## src/rtl/npp_pkg.sv

```systemverilog
// Shared types and constants for the neuron potential/phase unit.
// Used by the channel interfaces, every RTL module and the checker.
`default_nettype none

package npp_pkg;

  localparam int unsigned LevelW = 16;
  localparam int unsigned RateW  = 16;
  localparam int unsigned AddrW  = 5;
  localparam int unsigned DataW  = 32;

  typedef enum logic [1:0] {
    FN_TICK = 2'd0,
    FN_SET  = 2'd1,
    FN_ADD  = 2'd2,
    FN_ACT  = 2'd3
  } func_t;

  typedef enum logic [2:0] {
    PH_IDLE = 3'd0,
    PH_RISE = 3'd1,
    PH_FALL = 3'd2,
    PH_UP   = 3'd3,
    PH_DOWN = 3'd4
  } phase_t;

  typedef enum logic [2:0] {
    CFG_REST = 3'd0,
    CFG_THR  = 3'd1,
    CFG_ACT  = 3'd2,
    CFG_REFR = 3'd3,
    CFG_FAST = 3'd4,
    CFG_SLOW = 3'd5
  } cfg_idx_t;

  typedef struct packed {
    logic signed [LevelW-1:0] rest;
    logic signed [LevelW-1:0] thr;
    logic signed [LevelW-1:0] act;
    logic signed [LevelW-1:0] refr;
    logic [RateW-1:0]         fast_rate;
    logic [RateW-1:0]         slow_rate;
  } cfg_t;

  localparam logic signed [LevelW-1:0] RestReset = -16'sd17920;

  localparam cfg_t CfgReset = '{
    rest:      -16'sd17920,
    thr:       -16'sd14080,
    act:       16'sd10240,
    refr:      -16'sd23040,
    fast_rate: 16'd6554,
    slow_rate: 16'd3277
  };

  // Transaction held between the input register and the update stage.
  typedef struct packed {
    func_t                    func;
    logic signed [LevelW-1:0] value;
    logic [RateW-1:0]         step_fast;
    logic [RateW-1:0]         step_slow;
  } issue_t;

endpackage

`default_nettype wire

```

## src/rtl/npp_if.sv

```systemverilog
// Valid/ready channel interfaces for the neuron potential/phase unit.
// Depends on npp_pkg for the field types.
`default_nettype none

interface npp_in_if;
  logic                             valid;
  logic                             ready;
  npp_pkg::func_t                   func;
  logic signed [npp_pkg::LevelW-1:0] value;
  logic [npp_pkg::RateW-1:0]        time_step;

  modport source (output valid, func, value, time_step, input ready);
  modport sink   (input valid, func, value, time_step, output ready);
endinterface

interface npp_out_if;
  logic                             valid;
  logic                             ready;
  logic signed [npp_pkg::LevelW-1:0] potential;
  npp_pkg::phase_t                  phase;
  logic                             activated;
  logic                             update_done;
  logic                             firing_phase;

  modport source (output valid, potential, phase, activated, update_done, firing_phase,
                  input ready);
  modport sink   (input valid, potential, phase, activated, update_done, firing_phase,
                  output ready);
endinterface

`default_nettype wire

```

## src/rtl/npp_cfg.sv

```systemverilog
// APB-style register file holding the six level and rate registers.
// Depends on npp_pkg.
`default_nettype none

module npp_cfg (
  input  wire logic                        clk,
  input  wire logic                        rst_n,
  input  wire logic                        cfg_psel,
  input  wire logic                        cfg_penable,
  input  wire logic                        cfg_pwrite,
  input  wire logic [npp_pkg::AddrW-1:0]   cfg_paddr,
  input  wire logic [npp_pkg::DataW-1:0]   cfg_pwdata,
  output logic      [npp_pkg::DataW-1:0]   cfg_prdata,
  output logic                             cfg_pready,
  output npp_pkg::cfg_t                    cfg
);
  import npp_pkg::*;

  cfg_t       cfg_r;
  cfg_t       cfg_nxt;
  logic       wr_en;
  logic [2:0] idx;
  logic [LevelW-1:0] rd_val;
  logic [LevelW-1:0] wdata;

  assign idx        = cfg_paddr[AddrW-1:2];
  assign wdata      = cfg_pwdata[LevelW-1:0];
  assign cfg_pready = 1'b1;
  assign wr_en      = cfg_psel & cfg_penable & cfg_pwrite & cfg_pready;

  always_comb begin
    cfg_nxt = cfg_r;
    if (wr_en) begin
      case (idx)
        CFG_REST: cfg_nxt.rest      = wdata;
        CFG_THR:  cfg_nxt.thr       = wdata;
        CFG_ACT:  cfg_nxt.act       = wdata;
        CFG_REFR: cfg_nxt.refr      = wdata;
        CFG_FAST: cfg_nxt.fast_rate = wdata;
        CFG_SLOW: cfg_nxt.slow_rate = wdata;
        default:  cfg_nxt           = cfg_r;
      endcase
    end
  end

  always_comb begin
    case (idx)
      CFG_REST: rd_val = cfg_r.rest;
      CFG_THR:  rd_val = cfg_r.thr;
      CFG_ACT:  rd_val = cfg_r.act;
      CFG_REFR: rd_val = cfg_r.refr;
      CFG_FAST: rd_val = cfg_r.fast_rate;
      CFG_SLOW: rd_val = cfg_r.slow_rate;
      default:  rd_val = '0;
    endcase
  end

  assign cfg_prdata = {{(DataW-LevelW){1'b0}}, rd_val};
  assign cfg        = cfg_r;

  always_ff @(posedge clk) begin
    if (!rst_n) begin
      cfg_r <= CfgReset;
    end else begin
      cfg_r <= cfg_nxt;
    end
  end

endmodule

`default_nettype wire

```

## src/rtl/npp_issue.sv

```systemverilog
// Input register stage: takes a transaction and precomputes both tick step sizes.
// Depends on npp_pkg and npp_in_if.
`default_nettype none

module npp_issue (
  input  wire logic         clk,
  input  wire logic         rst_n,
  npp_in_if.sink            in_ch,
  input  wire npp_pkg::cfg_t cfg,
  input  wire logic         take,
  output logic              iss_valid,
  output npp_pkg::issue_t   iss
);
  import npp_pkg::*;

  logic                  valid_r;
  logic                  valid_nxt;
  issue_t                iss_r;
  logic                  accept;
  logic [2*RateW-1:0]    prod_fast;
  logic [2*RateW-1:0]    prod_slow;

  assign in_ch.ready = !valid_r || take;
  assign accept      = in_ch.valid && in_ch.ready;
  assign valid_nxt   = accept || (valid_r && !take);

  // step = (rate * time_step) >> 16
  assign prod_fast = cfg.fast_rate * in_ch.time_step;
  assign prod_slow = cfg.slow_rate * in_ch.time_step;

  always_ff @(posedge clk) begin
    if (!rst_n) begin
      valid_r <= 1'b0;
    end else begin
      valid_r <= valid_nxt;
    end
  end

  always_ff @(posedge clk) begin
    if (accept) begin
      iss_r.func      <= in_ch.func;
      iss_r.value     <= in_ch.value;
      iss_r.step_fast <= prod_fast[2*RateW-1:RateW];
      iss_r.step_slow <= prod_slow[2*RateW-1:RateW];
    end
  end

  assign iss_valid = valid_r;
  assign iss       = iss_r;

endmodule

`default_nettype wire

```

## src/rtl/npp_core.sv

```systemverilog
// Update stage: potential and phase state, next-state logic and result register.
// Depends on npp_pkg and npp_out_if.
`default_nettype none

module npp_core (
  input  wire logic         clk,
  input  wire logic         rst_n,
  input  wire npp_pkg::cfg_t cfg,
  input  wire logic         iss_valid,
  input  wire npp_pkg::issue_t iss,
  output logic              take,
  npp_out_if.source         out_ch
);
  import npp_pkg::*;

  localparam int unsigned WideW = LevelW + 2;

  logic signed [LevelW-1:0] pot_r;
  logic signed [LevelW-1:0] pot_nxt;
  phase_t                   phase_r;
  phase_t                   phase_nxt;

  logic                     out_valid_r;
  logic                     out_valid_nxt;
  logic signed [LevelW-1:0] out_pot_r;
  phase_t                   out_phase_r;
  logic                     out_act_r;

  logic [RateW-1:0]         step;
  logic signed [WideW-1:0]  p_w;
  logic signed [WideW-1:0] step_w;
  logic signed [WideW-1:0]  sum_w;
  logic signed [WideW-1:0]  diff_w;
  logic signed [WideW-1:0]  rest_w;
  logic signed [WideW-1:0]  thr_w;
  logic signed [WideW-1:0]  act_w;
  logic signed [WideW-1:0]  refr_w;

  logic signed [LevelW:0]   add_w;
  logic signed [LevelW-1:0] add_sat;
  logic signed [LevelW-1:0] set_in;
  logic signed [LevelW-1:0] set_clamp;

  assign take          = iss_valid && (!out_valid_r || out_ch.ready);
  assign out_valid_nxt = take || (out_valid_r && !out_ch.ready);

  assign step   = (phase_r == PH_RISE || phase_r == PH_FALL) ? iss.step_fast : iss.step_slow;
  assign p_w    = WideW'(pot_r);
  assign step_w = $signed({2'b00, step});
  assign sum_w  = p_w + step_w;
  assign diff_w = p_w - step_w;
  assign rest_w = WideW'(cfg.rest);
  assign thr_w  = WideW'(cfg.thr);
  assign act_w  = WideW'(cfg.act);
  assign refr_w = WideW'(cfg.refr);

  // Saturating add, or the set value for FN_SET, then clamp between refractory and action levels.
  assign add_w = (LevelW+1)'(pot_r) + (LevelW+1)'(iss.value);
  always_comb begin
    if (add_w[LevelW] != add_w[LevelW-1]) begin
      add_sat = add_w[LevelW] ? {1'b1, {(LevelW-1){1'b0}}} : {1'b0, {(LevelW-1){1'b1}}};
    end else begin
      add_sat = add_w[LevelW-1:0];
    end
  end

  assign set_in = (iss.func == FN_SET) ? iss.value : add_sat;

  always_comb begin
    if (set_in < cfg.refr) begin
      set_clamp = cfg.refr;
    end else if (set_in > cfg.act) begin
      set_clamp = cfg.act;
    end else begin
      set_clamp = set_in;
    end
  end

  // Next phase.
  always_comb begin
    phase_nxt = phase_r;
    case (iss.func)
      FN_TICK: begin
        case (phase_r)
          PH_RISE: if (sum_w >= act_w)   phase_nxt = PH_FALL;
          PH_FALL: if (diff_w <= refr_w) phase_nxt = PH_UP;
          PH_UP:   if (sum_w >= rest_w)  phase_nxt = PH_IDLE;
          PH_DOWN: if (diff_w <= rest_w) phase_nxt = PH_IDLE;
          default: phase_nxt = phase_r;
        endcase
      end
      FN_SET, FN_ADD: phase_nxt = (set_clamp > cfg.rest) ? PH_DOWN : PH_UP;
      FN_ACT:         phase_nxt = PH_RISE;
      default:        phase_nxt = phase_r;
    endcase
  end

  // Next potential.
  always_comb begin
    pot_nxt = pot_r;
    case (iss.func)
      FN_TICK: begin
        case (phase_r)
          PH_RISE: pot_nxt = (sum_w >= act_w) ? cfg.act : sum_w[LevelW-1:0];
          PH_FALL: begin
            if (diff_w <= refr_w || diff_w < thr_w) begin
              pot_nxt = cfg.refr;
            end else begin
              pot_nxt = diff_w[LevelW-1:0];
            end
          end
          PH_UP:   pot_nxt = (sum_w >= rest_w) ? cfg.rest : sum_w[LevelW-1:0];
          PH_DOWN: pot_nxt = (diff_w <= rest_w) ? cfg.rest : diff_w[LevelW-1:0];
          default: pot_nxt = pot_r;
        endcase
      end
      FN_SET, FN_ADD: pot_nxt = set_clamp;
      FN_ACT:         pot_nxt = cfg.thr;
      default:        pot_nxt = pot_r;
    endcase
  end

  always_ff @(posedge clk) begin
    if (!rst_n) begin
      pot_r       <= RestReset;
      phase_r     <= PH_IDLE;
      out_valid_r <= 1'b0;
    end else begin
      out_valid_r <= out_valid_nxt;
      if (take) begin
        pot_r   <= pot_nxt;
        phase_r <= phase_nxt;
      end
    end
  end

  always_ff @(posedge clk) begin
    if (take) begin
      out_pot_r   <= pot_nxt;
      out_phase_r <= phase_nxt;
      out_act_r   <= (pot_nxt >= cfg.thr);
    end
  end

  assign out_ch.valid        = out_valid_r;
  assign out_ch.potential    = out_pot_r;
  assign out_ch.phase        = out_phase_r;
  assign out_ch.activated    = out_act_r;
  assign out_ch.update_done  = (out_phase_r == PH_IDLE);
  assign out_ch.firing_phase = (out_phase_r != PH_IDLE) && (out_phase_r != PH_DOWN);

endmodule

`default_nettype wire

```

## src/rtl/neuron_potential_phase_fsm_unit.sv

```systemverilog
// Top level of the neuron potential/phase unit: register file, input stage, update stage.
// Depends on npp_pkg, npp_if, npp_cfg, npp_issue and npp_core.
//
//   Channel   Direction  Handshake            Carries
//   in_ch     sink       valid/ready          func, value, time_step
//   out_ch    source     valid/ready          potential, phase, activated, update_done,
//                                             firing_phase
//   cfg_*     slave      APB psel/penable     six 16-bit level and rate registers
//
// One transaction per cycle sustained while the result is taken; the input register and then
// the result register lie between an input accept and its result valid.
// The input register holds both rate * time_step products, the update stage applies one
// add/compare per transaction against the potential register.
// Synchronous active-low reset: potential to rest level, phase idle, registers to defaults.
// A stalled result holds the update stage; the input register still takes one transaction.
`default_nettype none

module neuron_potential_phase_fsm_unit (
  input  wire logic                        clk,
  input  wire logic                        rst_n,
  npp_in_if.sink                           in_ch,
  npp_out_if.source                        out_ch,
  input  wire logic                        cfg_psel,
  input  wire logic                        cfg_penable,
  input  wire logic                        cfg_pwrite,
  input  wire logic [npp_pkg::AddrW-1:0]   cfg_paddr,
  input  wire logic [npp_pkg::DataW-1:0]   cfg_pwdata,
  output logic      [npp_pkg::DataW-1:0]   cfg_prdata,
  output logic                             cfg_pready
);
  import npp_pkg::*;

  cfg_t   cfg;
  issue_t iss;
  logic   iss_valid;
  logic   take;

  npp_cfg u_cfg (
    .clk         (clk),
    .rst_n       (rst_n),
    .cfg_psel    (cfg_psel),
    .cfg_penable (cfg_penable),
    .cfg_pwrite  (cfg_pwrite),
    .cfg_paddr   (cfg_paddr),
    .cfg_pwdata  (cfg_pwdata),
    .cfg_prdata  (cfg_prdata),
    .cfg_pready  (cfg_pready),
    .cfg         (cfg)
  );

  npp_issue u_issue (
    .clk       (clk),
    .rst_n     (rst_n),
    .in_ch     (in_ch),
    .cfg       (cfg),
    .take      (take),
    .iss_valid (iss_valid),
    .iss       (iss)
  );

  npp_core u_core (
    .clk       (clk),
    .rst_n     (rst_n),
    .cfg       (cfg),
    .iss_valid (iss_valid),
    .iss       (iss),
    .take      (take),
    .out_ch    (out_ch)
  );

endmodule

`default_nettype wire

```

## src/flat_wrapper.sv

```systemverilog
// flat-port wrapper written by rule: the top's interface ports become plain ports
module neuron_potential_phase_fsm_unit_flat import npp_pkg::*;
  (clk, rst_n, cfg_psel, cfg_penable, cfg_pwrite, cfg_paddr, cfg_pwdata, cfg_prdata, cfg_pready, in_ch_valid, in_ch_func, in_ch_value, in_ch_time_step, in_ch_ready, out_ch_valid, out_ch_potential, out_ch_phase, out_ch_activated, out_ch_update_done, out_ch_firing_phase, out_ch_ready);
  npp_in_if in_ch_i ();
  npp_out_if out_ch_i ();
  input  wire logic clk;
  input  wire logic rst_n;
  input  wire logic cfg_psel;
  input  wire logic cfg_penable;
  input  wire logic cfg_pwrite;
  input  wire logic [npp_pkg::AddrW-1:0] cfg_paddr;
  input  wire logic [npp_pkg::DataW-1:0] cfg_pwdata;
  output logic      [npp_pkg::DataW-1:0] cfg_prdata;
  output logic cfg_pready;
  input wire logic [$bits(in_ch_i.valid)-1:0] in_ch_valid;
  input wire logic [$bits(in_ch_i.func)-1:0] in_ch_func;
  input wire logic [$bits(in_ch_i.value)-1:0] in_ch_value;
  input wire logic [$bits(in_ch_i.time_step)-1:0] in_ch_time_step;
  output wire logic [$bits(in_ch_i.ready)-1:0] in_ch_ready;
  output wire logic [$bits(out_ch_i.valid)-1:0] out_ch_valid;
  output wire logic [$bits(out_ch_i.potential)-1:0] out_ch_potential;
  output wire logic [$bits(out_ch_i.phase)-1:0] out_ch_phase;
  output wire logic [$bits(out_ch_i.activated)-1:0] out_ch_activated;
  output wire logic [$bits(out_ch_i.update_done)-1:0] out_ch_update_done;
  output wire logic [$bits(out_ch_i.firing_phase)-1:0] out_ch_firing_phase;
  input wire logic [$bits(out_ch_i.ready)-1:0] out_ch_ready;
  assign in_ch_i.valid = in_ch_valid;
  assign in_ch_i.func = in_ch_func;
  assign in_ch_i.value = in_ch_value;
  assign in_ch_i.time_step = in_ch_time_step;
  assign in_ch_ready = in_ch_i.ready;
  assign out_ch_valid = out_ch_i.valid;
  assign out_ch_potential = out_ch_i.potential;
  assign out_ch_phase = out_ch_i.phase;
  assign out_ch_activated = out_ch_i.activated;
  assign out_ch_update_done = out_ch_i.update_done;
  assign out_ch_firing_phase = out_ch_i.firing_phase;
  assign out_ch_i.ready = out_ch_ready;
  neuron_potential_phase_fsm_unit u_core (.clk(clk), .rst_n(rst_n), .in_ch(in_ch_i), .out_ch(out_ch_i), .cfg_psel(cfg_psel), .cfg_penable(cfg_penable), .cfg_pwrite(cfg_pwrite), .cfg_paddr(cfg_paddr), .cfg_pwdata(cfg_pwdata), .cfg_prdata(cfg_prdata), .cfg_pready(cfg_pready));
endmodule
```

## config.mk

```make
export PLATFORM = sky130hd
export DESIGN_NAME = neuron_potential_phase_fsm_unit_flat
export DESIGN_NICKNAME = d
export VERILOG_FILES = /design/src/rtl/npp_pkg.sv /design/src/rtl/npp_if.sv /design/src/rtl/npp_cfg.sv /design/src/rtl/npp_issue.sv /design/src/rtl/npp_core.sv /design/src/rtl/neuron_potential_phase_fsm_unit.sv /design/src/flat_wrapper.sv
export SDC_FILE = /design/constraint.sdc
export NUM_CORES = 2
export LEC_CHECK = 0
export BUFFER_PORTS_ARGS = -buffer_cell sky130_fd_sc_hd__buf_2
export CAP_MARGIN = 25
export CORE_MARGIN = 4
export CORE_UTILIZATION = 44
export CTS_CLUSTER_DIAMETER = 60
export DETAILED_ROUTE_END_ITERATION = 7
export PLACE_DENSITY = 0.64
export SYNTH_ARGS = -nofsm -noshare
export SYNTH_HDL_FRONTEND = slang
export SYNTH_HIERARCHICAL = 1
export SYNTH_SLANG_ARGS = --single-unit
```

## constraint.sdc

```tcl
create_clock -name clk -period 7.75 [get_ports clk]
set_input_delay 0.775 -clock clk [delete_from_list [all_inputs] [get_ports clk]]
set_output_delay 0.775 -clock clk [all_outputs]
set_load 0.05 [all_outputs]
```

Word level (Yosys, flattened, before mapping) --
Cells that the tools add are included. W data, S select, Z words.
Word-level totals: word-level logic and storage cells 93, bits in registers 187, memories kept 0, memory bits (writable) 0, bits in read-only memories 0, bits in latches 0
Cells by class: $add $sub $neg 3, multipliers 2, reductions and logical operators 26, shift operators 0, div/mod/pow operators 0, equal/unequal tests 14, bitwise gates (word level) 2, mux-type cells 20, order comparisons 9
Operators by type and width (count):
- $mux W16 | 10
- $pmux W16 S6 | 1
- $mul A16 B16 Y32 | 2
- $pmux W16 S4 | 1
- $pmux W16 S3 | 1
- $ge A18 B16 Y1 | 2
- $le A18 B16 Y1 | 2
- $gt A16 B16 Y1 | 2
- $add A16 B17 Y18 | 1
- $lt A18 B16 Y1 | 1
- $sub A16 B17 Y18 | 1
- $add A16 B16 Y17 | 1
- $ge A16 B16 Y1 | 1
- $lt A16 B16 Y1 | 1
- $mux W3 | 5
- $eq A3 B2 Y1 const B | 4
- $pmux W3 S4 | 1
- $reduce_and A2 Y1 | 6
- $eq A3 B3 Y1 const B | 3
- $pmux W3 S3 | 1
- $eq A3 B1 Y1 const B | 2
- $logic_not A3 Y1 | 2
- $logic_or A1 B1 Y1 | 6
- $logic_and A1 B1 Y1 | 5
- 9 further kinds | 14

Depth between registers and ports, before layout --
word-level depth 10, mapped depth 38

By module --
Netlist, hierarchy kept.
Modules (own cells, without submodules):
- npp_issue | sequential area each 1521.5 um2, cells each 1955, instances 1, area an instance 18063.6 um2
- npp_core | sequential area each 1001.0 um2, cells each 1262, instances 1, area an instance 9838.2 um2
- npp_cfg | sequential area each 1921.8 um2, cells each 487, instances 1, area an instance 4693.3 um2

Least setup slack after synthesis --
Ideal clock, no wire load.
path kind flip-flop to flip-flop, from register u_core.u_core.phase_r[2], to register u_core.u_core.out_act_r, in the netlist u_core/u_core/out_ch.activated, data pin, path buffers 3, path slack 0.109 ns, stages on the path, launching flop included 36, setup time 0.272 ns, period minus slack after synthesis 7.641 ns, data arrival time 7.369 ns, data required time 7.478 ns, path through dfxtp_1 -> clkbuf_1 -> nor3b_1 -> nor2_1 -> clkbuf_1 -> mux2_2 -> ha_1 -> fa_1 -> a211o_1 -> a21oi_1 -> o311ai_0 -> a31oi_1 -> o21bai_1 -> a21o_1 -> a21oi_1 -> xnor2_1 -> ha_1 -> a2111oi_2 -> o21bai_1 -> a211oi_1 -> nor2_1 -> clkbuf_1 -> a221o_1 -> a21oi_1 -> a22o_1 -> nand2_1 -> ha_1 -> nor2b_1 -> o21a_1 -> o21a_1 -> o21a_1 -> o21ai_0 -> a21boi_0 -> o21a_1 -> o21ai_0 -> a41oi_1
On the way: longest elaborated chain between the ends 10
RTL lines:
- start: declaration | line npp_core.sv:20 | phase_t phase_r;
- start signal: assignment | line npp_core.sv:132 | phase_r <= phase_nxt;
- $eq A3 B1 Y1 / $eq A3 B2 Y1 (equally long branches) | line npp_core.sv:47, npp_core.sv:103
- $logic_or A1 B1 Y1 | line npp_core.sv:47 | assign step = (phase_r == PH_RISE || phase_r == PH_FALL) ? iss.step_fast : iss.step_slow;
- $mux W16 | line npp_core.sv:47
- $sub A16 B17 Y18 | line npp_core.sv:51 | assign diff_w = p_w - step_w;
- $le A18 B16 Y1 / $lt A18 B16 Y1 (equally long branches) | line npp_core.sv:106 | if (diff_w <= refr_w || diff_w < thr_w) begin
- $logic_or A1 B1 Y1 | line npp_core.sv:106
- $mux W16 | line npp_core.sv:106
- $pmux W16 S4 * | line npp_core.sv:103 | case (phase_r)
- $pmux W16 S3 * | line npp_core.sv:101 | case (iss.func)
- net u_core.u_core.pot_nxt[1] | line npp_core.sv:19 | logic signed [LevelW-1:0] pot_nxt;
- $ge A16 B16 Y1 * | line npp_core.sv:141 | out_act_r <= (pot_nxt >= cfg.thr);
- end signal: assignment | line npp_core.sv:141
- end: declaration | line npp_core.sv:27 | logic out_act_r;
Mark *: on every way through the listed nets, which the timed path passes. The rest lies on a longest branch. A chain may end at the register's enable or synchronous reset.

Final worst setup path --
from register u_core.u_issue.iss_r, in the netlist u_core/u_issue/iss[33], to register u_core.u_core.out_act_r, in the netlist u_core/u_core/out_ch.activated, data pin
On the way: longest elaborated chain between the ends 9
RTL lines:
- start: declaration | line npp_issue.sv:18 | issue_t iss_r;
- $add A16 B16 Y17 | line npp_core.sv:58 | assign add_w = (LevelW+1)'(pot_r) + (LevelW+1)'(iss.value);
- $mux W16 / $ne A1 B1 Y1 (equally long branches) | line npp_core.sv:61, npp_core.sv:60
- $mux W16 | line npp_core.sv:60 | if (add_w[LevelW] != add_w[LevelW-1]) begin
- $mux W16 * | line npp_core.sv:67 | assign set_in = (iss.func == FN_SET) ? iss.value : add_sat;
- $gt A16 B16 Y1 | line npp_core.sv:72 | end else if (set_in > cfg.act) begin
- $mux W16 | line npp_core.sv:72
- $mux W16 * | line npp_core.sv:70 | if (set_in < cfg.refr) begin
- $pmux W16 S3 * | line npp_core.sv:101
- net u_core.u_core.pot_nxt[4] | line npp_core.sv:19
- $ge A16 B16 Y1 * | line npp_core.sv:141
Marks and branches as above.

==> reports/results.ini <==
[sta]
layout_setup_ws_ns=0.268
hold_viol=0
relSlewSlack_pct=28.1
fin_crit_ns=7.48
fin_crit_sh_pct=96.5
fmax_mhz=134
setup_violations=0
tightestPinTransition_ns=1.08
fin_skew_ns=0.0198
maxSlewViolCount=0
hold_ws_ns=0.458

[drt]
drt_pass1_iterations=8
wl_per_cell_um=21.6
vias=27400
drt_wl_total_um=105000
antenna_left=0
viasPerCell=5.63
drt_iter0_drc=2280
drc_errors=0

[clock_tree]
clk_latency_ns=0.49
clockRootBuffer=clkbuf_16
ctsHtreeMaxLevel=4
clkTransAtPathRegs_ns=0.09
clkSinkCount=187
cts_tree=done
cts-buffers-inserted=17
clockBufferDepth=2

[placed_design]
pre_cts_ws_ns=-0.175
place_inst=4827
portBuffers=99
post-dp-hpwl_um=86300
placed_cell_area_um2=35200
routabilityCongestion=1.01

[grt]
grt_usage_pct=26.7
gr-total-overflow=0
grt_first_pass_wirelength_um=161000
grt_antenna_before_repair=2
first_global_vias=27500
grt_start_max_net_pins=64

[synthesis]
synth_top_flop_cell=dfxtp_1
synth_top_family_by_area=adder cells
synthCells=3704
synth-seq-cells=187
synthAdderAreaFrac_pct=39.7
syn-cell-area_um2=32600
synth_mux_area_share_pct=4.70
synth_edf_count=70
synthArstFlopShare_pct=0
synth-compound-area-share_pct=13.4
synth.distinct_cells=114
yosys_warnings=6
synthXorXnorAreaFrac_pct=1.91
ys_seq_area_share_pct=13.6
syn_avg_cell_area_um2=8.80
synth-simple-area-share_pct=17.0

[setup_path]
worstPathRequired_ns=7.96
crit_type=reg2reg
path_buf_inv=6
crit_family=compound AO/OA/AOI/OAI gates
crit_path_end_kind=flip-flop
cp_max_fo=9
crit_arrival_ns=7.70
cp-start-kind=flip-flop
slowest_delay_ns=0.48
cpMostUsedCell=buf_4
critPathSlowestCell=o41a_1

[finish]
drive_gt1_share_pct=14.0
layoutNonFillerInstCount=4871
area_growth_pct=11.1
final_core_util_pct=49.5
fin_area_um2=36200
antenna_cells=0
layout.nets=4779

[floorplanning]
ios=135
start_util_pct=44.5
num_rows=99
coreArea_um2=73200
die_y_um=280
die_area_um2=78500
die_w_um=280

[worst_hold_path]
hold_class=in2reg

[pwr]
pwr_density_cell_nw_per_um2=338
leakage_nw=17.6
vdd_drop_max_mv=0.247
p_comb_share_pct=81.5
clockPowerShare_pct=7.3
power_switching_mw=6.28
internal_power_mw=5.94
sw_frac_of_total_pct=51.4
seq_power_share_pct=11.2

[outcome]
status=finished clean

[run]
cap_violations=0

[worst register-to-register path: cells and delay by family (launching register included)]
| family | cells | cell delay [ns] |
|---|---|---|
| DFF | 1 | 0.44 |
| adders and majority gates | 4 | 1.23 |
| xor gates and xnor gates | 1 | 0.15 |
| AOI/OAI and AO/OA | 15 | 3.07 |
| and+or+nand+nor | 8 | 1.14 |
| buffers and inverters | 6 | 0.88 |
| muxes | 1 | 0.26 |
[routing by layer]
layer / global-route usage, % / up-vias / routed length (um)
li1: - / 12600 / -
met1: 36.1 / 13600 / 45500
met2: 43.0 / 962 / 47500
met3: 3.39 / 206 / 6810
met4: 12.3 / 0 / 5290
met5: 0 / - / 0
[cell usage in the layout (no fill, tap or decap), types with 22 or more instances in the layout]
| master | synthesis | final |
|---|---|---|
| nand3_1 | 47 | 46 |
| a21o_1 | 49 | 49 |
| mux2_2 | 51 | 51 |
| mux2i_1 | 91 | 90 |
| xor2_1 | 22 | 22 |
| nor2b_1 | 26 | 26 |
| dfxtp_1 | 117 | 116 |
| inv_1 | 587 | 586 |
| fa_1 | 389 | 389 |
| o21ai_0 | 92 | 85 |
| buf_2 | 17 | 99 |
| xnor2_1 | 49 | 48 |
| o21a_1 | 26 | 26 |
| o211ai_1 | 36 | 36 |
| buf_4 | 24 | 235 |
| and2_1 | 252 | 250 |
| nand2_1 | 487 | 486 |
| nand4_1 | 44 | 44 |
| edfxtp_1 | 70 | 70 |
| nand2b_1 | 24 | 24 |
| o21ai_1 | 22 | 27 |
| nor3_1 | 29 | 27 |
| ha_1 | 413 | 404 |
| nor2_1 | 123 | 117 |
| a21oi_1 | 131 | 129 |
[layout make-up]
| cell class | instances | area [um2] |
|---|---|---|
| timing repair buffer | 340 | 2330 |
| clock buffer | 18 | 429 |
| fill | 6950 | 37000 |
| tap | 959 | 1200 |
| multi-input combinational | 2765 | 25400 |
| inverter | 588 | 2210 |
| sequential | 187 | 4450 |
| clock inverter | 14 | 155 |
[cell usage after synthesis (29+ instances only)]
cell type / instances / area (um2)
inv_1: 587 / 2200
nand2_1: 487 / 1830
ha_1: 413 / 5170
fa_1: 389 / 7790
and2_1: 252 / 1580
a21oi_1: 131 / 656
nor2_1: 123 / 462
clkbuf_1: 122 / 458
dfxtp_1: 117 / 2340
o21ai_0: 92 / 460
mux2i_1: 91 / 911
edfxtp_1: 70 / 2100
mux2_2: 51 / 574
a21o_1: 49 / 368
xnor2_1: 49 / 429
nand3_1: 47 / 235
nand4_1: 44 / 275
o211ai_1: 36 / 270
nor3_1: 29 / 145
[kinds of logic (layout without fill, tap and decap cells)]
logic type,after synthesis,count (layout)
flip-flops,187,187
XOR/XNOR,71,71
other,2,17
adder cells (fa/ha/maj),802,802
buffers and inverters,767,960
AND/OR/NAND/NOR,1120,1120
multiplexers,146,146
AO/OA/AOI/OAI,609,609
[registers in the layout (all words and copies together), names as in the netlist, 3 cells and up]
register and cells:
u_core/u_core/out_ch.phase 3, u_core/u_core/pot_r 16, u_core/u_core/out_ch.potential 16, u_core/u_issue/iss 50, u_core/u_cfg/cfg 96, u_core/u_core/phase_r 3
[power by group through the flow]
stage | clock network (mW) | registers [mW] | logic [mW]
floorplan | 0 | 1.45 | 6.58
global placement | 0 | 1.39 | 9.40
detailed placement | 0 | 1.39 | 9.49
CTS | 0.918 | 1.37 | 9.57
global route | 0.954 | 1.38 | 11.1
finish | 0.894 | 1.37 | 9.96
[repair_timing]
| item | 4_1_cts | 5_1_grt |
|---|---|---|
| hold buffers | 0 | 0 |
| endpoints found under the setup margin | 6 | 7 |
| pin swaps | 4 | 21 |
| gates resized for setup | 6 | 76 |
| buffers inserted | 1 | 9 |
[path summary, 6_finish.rpt]
path | start | end | slack (ns) | cells past startpoint
setup / recovery | u_core/u_issue/iss[33] | u_core/u_core/out_ch.activated | 0.27 | 35
hold / removal | in_ch_value[3] | u_core/u_issue/iss[35] | 0.46 | 1
setup reg to reg | u_core/u_issue/iss[33] | u_core/u_core/out_ch.activated | 0.27 | 35
hold reg to reg | u_core/u_issue/iss_valid | u_core/u_core/out_ch.valid | 0.49 | 2
[stage by stage]
| stage | TNS [ns] | power, mW |
|---|---|---|
| after floorplan | 0 | 8.03 |
| after global placement | -0.102 | 10.8 |
| after detailed placement | -0.488 | 10.9 |
| after CTS | 0 | 11.9 |
| after global routing | -0.124 | 13.4 |
| final | 0 | 12.2 |
(Power assumes the default switching activity.)
